### src/hdl/tea_pkg.sv
package tea_pkg;

  localparam int unsigned WordW      = 32;
  localparam int unsigned RoundCount = 32;
  localparam int unsigned NumStages  = 2 * RoundCount;
  localparam int unsigned KeyWords   = 4;
  localparam int unsigned KeyIdxW    = $clog2(KeyWords);
  localparam int unsigned QueueDepth = 2;
  localparam int unsigned QueuePtrW  = $clog2(QueueDepth);
  localparam int unsigned QueueCntW  = $clog2(QueueDepth + 1);

  localparam logic [WordW-1:0] TeaDelta = 32'h9e37_79b9;
  localparam int unsigned      ShiftLeft  = 4;
  localparam int unsigned      ShiftRight = 5;

  typedef logic [WordW-1:0] word_t;
  typedef word_t [KeyWords-1:0] key_t;

  typedef enum logic [KeyIdxW-1:0] {
    KEY_WORD_0 = 2'd0,
    KEY_WORD_1 = 2'd1,
    KEY_WORD_2 = 2'd2,
    KEY_WORD_3 = 2'd3
  } key_idx_e;

  typedef struct packed {
    word_t left;
    word_t right;
  } tea_block_t;

  function automatic word_t tea_mix(word_t h, word_t s, word_t ka, word_t kb);
    return ((h << ShiftLeft) + ka) ^ (h + s) ^ ((h >> ShiftRight) + kb);
  endfunction

endpackage

### src/hdl/tea_queue.sv
module tea_queue (
  input  logic                clk_i,
  input  logic                rst_ni,
  input  logic                push_i,
  input  tea_pkg::tea_block_t data_i,
  output logic                full_o,
  input  logic                pop_i,
  output tea_pkg::tea_block_t data_o,
  output logic                empty_o
);
  import tea_pkg::*;

  tea_block_t             mem_q [QueueDepth];
  logic [QueuePtrW-1:0]   wr_ptr_q, rd_ptr_q;
  logic [QueueCntW-1:0]   count_q;
  logic                   do_push, do_pop;

  assign full_o  = (count_q == QueueCntW'(QueueDepth));
  assign empty_o = (count_q == '0);
  assign do_push = push_i && !full_o;
  assign do_pop  = pop_i && !empty_o;
  assign data_o  = mem_q[rd_ptr_q];

  function automatic logic [QueuePtrW-1:0] next_ptr(logic [QueuePtrW-1:0] p);
    return (p == QueuePtrW'(QueueDepth - 1)) ? '0 : p + 1'b1;
  endfunction

  always_ff @(posedge clk_i or negedge rst_ni) begin
    if (!rst_ni) begin
      wr_ptr_q <= '0;
      rd_ptr_q <= '0;
      count_q  <= '0;
    end else begin
      if (do_push) wr_ptr_q <= next_ptr(wr_ptr_q);
      if (do_pop)  rd_ptr_q <= next_ptr(rd_ptr_q);
      if (do_push && !do_pop) begin
        count_q <= count_q + 1'b1;
      end else if (do_pop && !do_push) begin
        count_q <= count_q - 1'b1;
      end
    end
  end

  always_ff @(posedge clk_i) begin
    if (do_push) mem_q[wr_ptr_q] <= data_i;
  end

endmodule

### config.mk
export PLATFORM = sky130hd
export DESIGN_NAME = tea_queue
export DESIGN_NICKNAME = d
export VERILOG_FILES = /design/src/hdl/tea_pkg.sv /design/src/hdl/tea_queue.sv
export SDC_FILE = /design/constraint.sdc
export NUM_CORES = 1
export LEC_CHECK = 0
export ABC_AREA = 1
export ABC_CLOCK_PERIOD_IN_PS = 8150
export BUFFER_PORTS_ARGS = -buffer_cell sky130_fd_sc_hd__buf_2
export CAP_MARGIN = 10
export CORE_UTILIZATION = 55
export CTS_CLUSTER_SIZE = 24
export DETAILED_ROUTE_END_ITERATION = 12
export PLACE_DENSITY = 0.91
export SLEW_MARGIN = 20
export SYNTH_ARGS = -nofsm -noshare
export SYNTH_HDL_FRONTEND = slang
export SYNTH_SLANG_ARGS = --single-unit
### constraint.sdc
create_clock -name clk_i -period 8.15 [get_ports clk_i]
set_clock_uncertainty 0.15 [all_clocks]
set_input_delay 0.4075 -clock clk_i [delete_from_list [all_inputs] [get_ports clk_i]]
set_output_delay 0.4075 -clock clk_i [all_outputs]
set_load 0.01 [all_outputs]
==> results_dict.tcl, run 1 <==
set metrics [dict create \
    status "finished, final reports clean" \
    gp_congestion 0.754 \
    endpoint_kind "output pin" \
    grt_max_degree 67 \
    route.detailed.drc 0 \
    ir_drop_mv 0.181 \
    drv_slew 0 \
    root_buffer "clkbuf_8" \
    grt_pass1_vias 3423 \
    seq_area_sq_um 3950 \
    die_x_um 96.3 \
    core_area_sq_um 8680 \
    num_vias 3416 \
    fp.dieArea_sq_um 9270 \
    grt_setup_unrepaired "false" \
    dp_slack_ps 5160 \
    post_drt_via_cell_ratio 4.92 \
    cp_top_family "buffers and inverters" \
    cp.required_ps 7590 \
    area_growth_pct 39.8 \
    fmax_ghz 0.316 \
    io_pins 134 \
    power.total_mw 2.37 \
    ys_seq_area_share_pct 80.7 \
    setup_violations 0 \
    use_met3_pct 7.27 \
    synth.most_common_cell "nand2_1" \
    hold_class "in2async" \
    initialDrtViolationCount 140 \
    synth_top_cells_by_area "edfxtp_1 79%, nand2_1 15%, dfrtp_1 2.0%, buf_4 1.2%, buf_2 0.61%" \
    dp.cells 595 \
    cpPeakStageDelay_ps 900 \
    nets 641 \
    tightest_slew_ps 1080 \
    clk_pin_slew_worst_paths_ps 60 \
    fin_cells 694 \
    nFillCells 509 \
    yosysUniqueCellTypes 15 \
    place_hpwl_um 5440 \
    grt_usage_pct 23.4 \
    synthTopCellsByCount "201 x nand2_1, 128 x edfxtp_1, 8 x buf_4, 7 x inv_1, 6 x buf_2" \
    crit_type "reg2out" \
    clk_latency_ps 490 \
    ant_nets 0 \
    timing.final.crit_share_pct 38.8 \
    cp_cell_sequence "inv_2 -> nand2_1 -> nand2_1 -> buf_2" \
    rows 34 \
    setup_tns_ps 0 \
    p_leak_nw 2.98 \
    cts_setup_buffers 0 \
    postSynthCellCount 366 \
    fin_ws_ps 4990 \
    start_kind "flop" \
    die_height_um 96.3 \
    cts_tree "built" \
    met1_usage_pct 25.6 \
    ys.warnings.count 0 \
    gr-total-overflow 0 \
    syn_area_sq_um 4890 \
    dr.pass1.iters 4 \
    period_needed_ps 3160 \
    drt-total-wl_um 10400 \
    antenna_found_initial 0 \
    synth_seq_cells 132 \
    synth_flop_cell "edfxtp_1" \
    top_usage_layer "met2" \
    yosysTopAreaCell "edfxtp_1" \
    hold_viol_final 0 \
    numCtsBuffers 17 \
    htreeDepth 4 \
    syn-num-nets 435 \
    start_util_pct 56.3 \
    critPathMaxFanout 66 \
    drv_cap 0 \
    multi_input_area_sq_um 832 \
    drive_gt1_share_pct 29.4 \
    power.density_nw_per_um2 347 \
    wl_per_cell_um 15.0 \
    synth-edff-count 128 \
    use_met2_pct 40.7 \
    slew_headroom_pct 27.7 \
    cp_data_arrival_time_ps 2610 \
    critPathLaunch "rd_ptr_q" \
    clock_path_buffers 2 \
    io_buffers 133 \
    clock_sinks 132 \
    grt_pass1_wl_um 15400 \
    crit_top_cell "nand2_1" \
    synth-async-reset-ratio_pct 3.03 \
    rr_startpoint "rd_ptr_q" \
    slowest_stage "inv_2" \
    utilization_pct 78.8 \
    synth_top_area_share_pct 78.6 \
    postSynthAreaPerCell_sq_um 13.4 \
    cp_num_buf_inv 2 \
]
## final timing paths
path / slack [ps] / endpoint / cells after the start
max: 4990 / data_o[19] / 4
min: 100 / count_q[0] / 2
max reg2reg: 6000 / rd_ptr_q / 3
min reg2reg: 370 / wr_ptr_q / 2
max in group asynchronous: 7610 / rd_ptr_q / 2
min in group clk_i: 150 / wr_ptr_q / 5
## where the power goes
group | total [mW] | internal (mW) | leakage (nW) | switching [mW]
combinational | 0.664 | 0.239 | 1.48 | 0.425
clock | 0.687 | 0.407 | 0.262 | 0.279
sequential | 1.02 | 0.930 | 1.24 | 0.0911
## logic make-up after synthesis
| logic type | synth area share, % |
|---|---|
| compound gates | 0.205 |
| xor+xnor | 0.179 |
| fa+ha+maj | 0.256 |
| buf+inv | 2.46 |
| flops | 80.7 |
| simple gates | 16.2 |
## worst register-to-register path, delay by kind of cell, from the launching register on
family                 cells  cell delay [ps]
flip-flops                 1              750
AND/OR/NAND/NOR            2              280
buffers and inverters      1              910
## routing by layer
metal | wire, um | share of wire [%]
met3 | 523 | 5.0
met1 | 3910 | 38
met4 | 273 | 2.6
met5 | 0 | 0
met2 | 5680 | 55
## metrics by stage
| stage | cell area [sq um] | hold slack [ps] |
|---|---|---|
| floorplan | 4890 | -38.1 |
| finish | 6840 | 103 |
| global placement | 5620 | 63.6 |
| global route | 6830 | 101 |
| detailed placement | 5620 | 71.2 |
| CTS | 6830 | 76.5 |
## flip-flops by register name, summed over array words and instances, names as in the netlist
signal,flops
mem_q,128
rd_ptr_q,1
wr_ptr_q,1
count_q,2
## final cells by class
| type | instances | share of cell area (%) |
|---|---|---|
| sequential | 132 | 57.8 |
| timing repair buffer | 201 | 19.6 |
| multi-input combinational | 212 | 12.2 |
| clock buffer | 18 | 6.11 |
| tap | 108 | 1.98 |
| clock inverter | 14 | 1.89 |
| inverter | 8 | 0.439 |
| antenna | 1 | 0.0366 |
## cell usage in the layout (no fill, tap or decap), types with 3 or more instances in the layout
cell type        n
clkinv_2         3
clkbuf_16       16
dfrtp_1          3
clkinvlp_4       3
clkinv_4         3
nand2_1        201
edfxtp_1       128
inv_1            6
buf_2          133
inv_6            4
dlygate4sd3_1   66
## what timing repair did
item | in CTS | in global routing
hold buffers | 66 | 0
setup endpoints to repair | 0 | 0
hold endpoints to repair | 133 | 0
gates resized for setup | 0 | 0
No activity file was read; power rests on OpenSTA's default activity.
==> run 2: changes to the inputs <==
--- a/config.mk
+++ b/config.mk
@@ -6,13 +6,13 @@
 export NUM_CORES = 1
 export LEC_CHECK = 0
 export ABC_AREA = 1
-export ABC_CLOCK_PERIOD_IN_PS = 8150
+export ABC_CLOCK_PERIOD_IN_PS = 2700
 export BUFFER_PORTS_ARGS = -buffer_cell sky130_fd_sc_hd__buf_2
 export CAP_MARGIN = 10
-export CORE_UTILIZATION = 55
+export CORE_UTILIZATION = 47
 export CTS_CLUSTER_SIZE = 24
 export DETAILED_ROUTE_END_ITERATION = 12
-export PLACE_DENSITY = 0.91
+export PLACE_DENSITY = 0.84
 export SLEW_MARGIN = 20
 export SYNTH_ARGS = -nofsm -noshare
 export SYNTH_HDL_FRONTEND = slang
==> constraint.sdc (replaced) <==
create_clock -name clk_i -period 2.7 [get_ports clk_i]
set_clock_uncertainty 0.15 [all_clocks]
set_input_delay 0.135 -clock clk_i [delete_from_list [all_inputs] [get_ports clk_i]]
set_output_delay 0.135 -clock clk_i [all_outputs]
set_load 0.01 [all_outputs]
==> results_dict.tcl, run 2 (synthesis results as in run 1) <==
set metrics [dict create \
    slowest_stage "inv_2" \
    dp_slack_ps 911 \
    cp.required_ps 2410 \
    drv_slew 0 \
    hold_viol_final 0 \
    power.density_nw_per_um2 1060 \
    area_growth_pct 42.4 \
    top_register "mem_q" \
    wl_per_cell_um 14.2 \
    met2_length_um 5480 \
    route.met3.wl_um 558 \
    grt_max_degree 66 \
    r2r_end "mem_q[1][8]" \
    place_hpwl_um 5780 \
    dp.cells 626 \
    io_pins 134 \
    tightest_slew_ps 689 \
    num_vias 3433 \
    die_height_um 104 \
    status "finished, final reports clean" \
    n_antenna_cell 0 \
    io_buffers 133 \
    cp_cell_sequence "inv_2 -> buf_4 -> nand2_1 -> nand2_1 -> buf_2" \
    setup_violations 0 \
    r2r_slack_ps 900 \
    hold_path_depth 2 \
    route.detailed.drc 0 \
    crit_top_cell "nand2_1" \
    drt-met1-wl_um 4060 \
    clk_latency_ps 510 \
    grt_usage_pct 19.7 \
    largest_reg_flops 128 \
    nFillCells 678 \
    timing.final.crit_share_pct 82.3 \
    clock_sinks 132 \
    core_area_sq_um 9910 \
    rows 36 \
    nets 649 \
    endpoint_kind "output pin" \
    drive_gt1_share_pct 30.2 \
    post_drt_via_cell_ratio 4.73 \
    most-common-layout-cells "201 x nand2_1, 133 x buf_2, 128 x edfxtp_1, 68 x dlygate4sd3_1, 16 x clkbuf_16" \
    clock_path_buffers 2 \
    fin_cells 726 \
    dr.pass1.iters 4 \
    mostFrequentLayoutCell "nand2_1" \
    start_util_pct 49.3 \
    hold_class "in2reg" \
    p_leak_nw 3.03 \
    period_needed_ps 2220 \
    cts_setup_buffers 0 \
    clk_pin_slew_worst_paths_ps 60 \
    cts_tree "built" \
    highest_layer "met4" \
    hold_start "data_i[22]" \
    largestRegisters "mem_q x128, count_q x2" \
    gr-total-overflow 0 \
    ir_drop_mv 0.608 \
    htreeDepth 4 \
    gp_congestion 0.787 \
    setup_tns_ps 0 \
    fp.dieArea_sq_um 10800 \
    cpPeakStageDelay_ps 420 \
    initialDrtViolationCount 158 \
    fin_ws_ps 479 \
    start_kind "flop" \
    crit_type "reg2out" \
    holdPathEnd "mem_q[1][22]" \
    drv_cap 0 \
    die_x_um 104 \
    fmax_ghz 0.450 \
    antenna_found_initial 0 \
    hold_ws_ps 198 \
    ant_nets 0 \
    cp_data_arrival_time_ps 1940 \
    grt_setup_unrepaired "false" \
    grt_pass1_vias 3513 \
    grt_pass1_wl_um 16200 \
    critPathMaxFanout 29 \
    drt-total-wl_um 10300 \
    numCtsBuffers 17 \
    rr_startpoint "count_q[0]" \
    root_buffer "clkbuf_8" \
    slew_headroom_pct 54.1 \
    r2r_cells 3 \
]
run 2: cell count changes in the layout (fill, tap and decap cells not counted), sizes merged, moves of 2 or more:
cell,before,now
buf,135,141
inv,12,16
dlygate4sd3,66,68
clkinv,6,3
run 2: worst max path at each step:
stage	start	end	slack (ps)	cells past startpoint
floorplan	count_q[1]	mem_q[0][0]	180	5
global placement	count_q[1]	mem_q[0][8]	1020	6
detailed placement	count_q[0]	mem_q[1][8]	910	3
CTS	rd_ptr_q	data_o[27]	450	5
global route	rd_ptr_q	data_o[32]	340	5
finish	rd_ptr_q	data_o[32]	480	5
run 2: power by group:
part | leakage, nW | total [mW] | switching (mW) | internal, mW
clock | 0.281 | 2.22 | 0.880 | 1.34
combinational | 1.51 | 2.21 | 1.44 | 0.764
sequential | 1.24 | 2.92 | 0.126 | 2.80
run 2: worst max-delay path: cells and delay by family (launching register included):
family | cells | cell delay (ps)
DFF | 1 | 410
buffers and inverters | 3 | 850
and+or+nand+nor | 2 | 170
run 2: what timing repair did:
action                    CTS  global route
resized for setup           0             0
hold buffers               68             0
hold endpoints to repair  135             0
run 2: through the flow:
step	instance area [sq um]	power (mW)	utilization [%]
6_report	6960	7.35	70.3
5_1_grt	6960	7.73	70.3
4_1_cts	6960	7.38	70.3
3_5_place_dp	5700	5.08	57.5
3_3_place_gp	5700	5.01	57.5
2_1_floorplan	4900	4.26	-
run 2: per-layer routing:
| layer | track usage [%] | up-vias |
|---|---|---|
| met3 | 4.95 | 25 |
| met5 | 0 | - |
| met1 | 21.7 | 1595 |
| met2 | 35.1 | 149 |
| li1 | - | 1664 |
| met4 | 10.1 | 0 |
run 2: cell type report:
type / count / area (sq um) / area share (%)
timing repair buffer: 209 / 1410 / 20.2
tap: 133 / 166 / 2.39
inverter: 8 / 30.0 / 0.431
clock inverter: 15 / 168 / 2.41
multi-input combinational: 212 / 832 / 12.0
clock buffer: 17 / 414 / 5.95
sequential: 132 / 3950 / 56.7
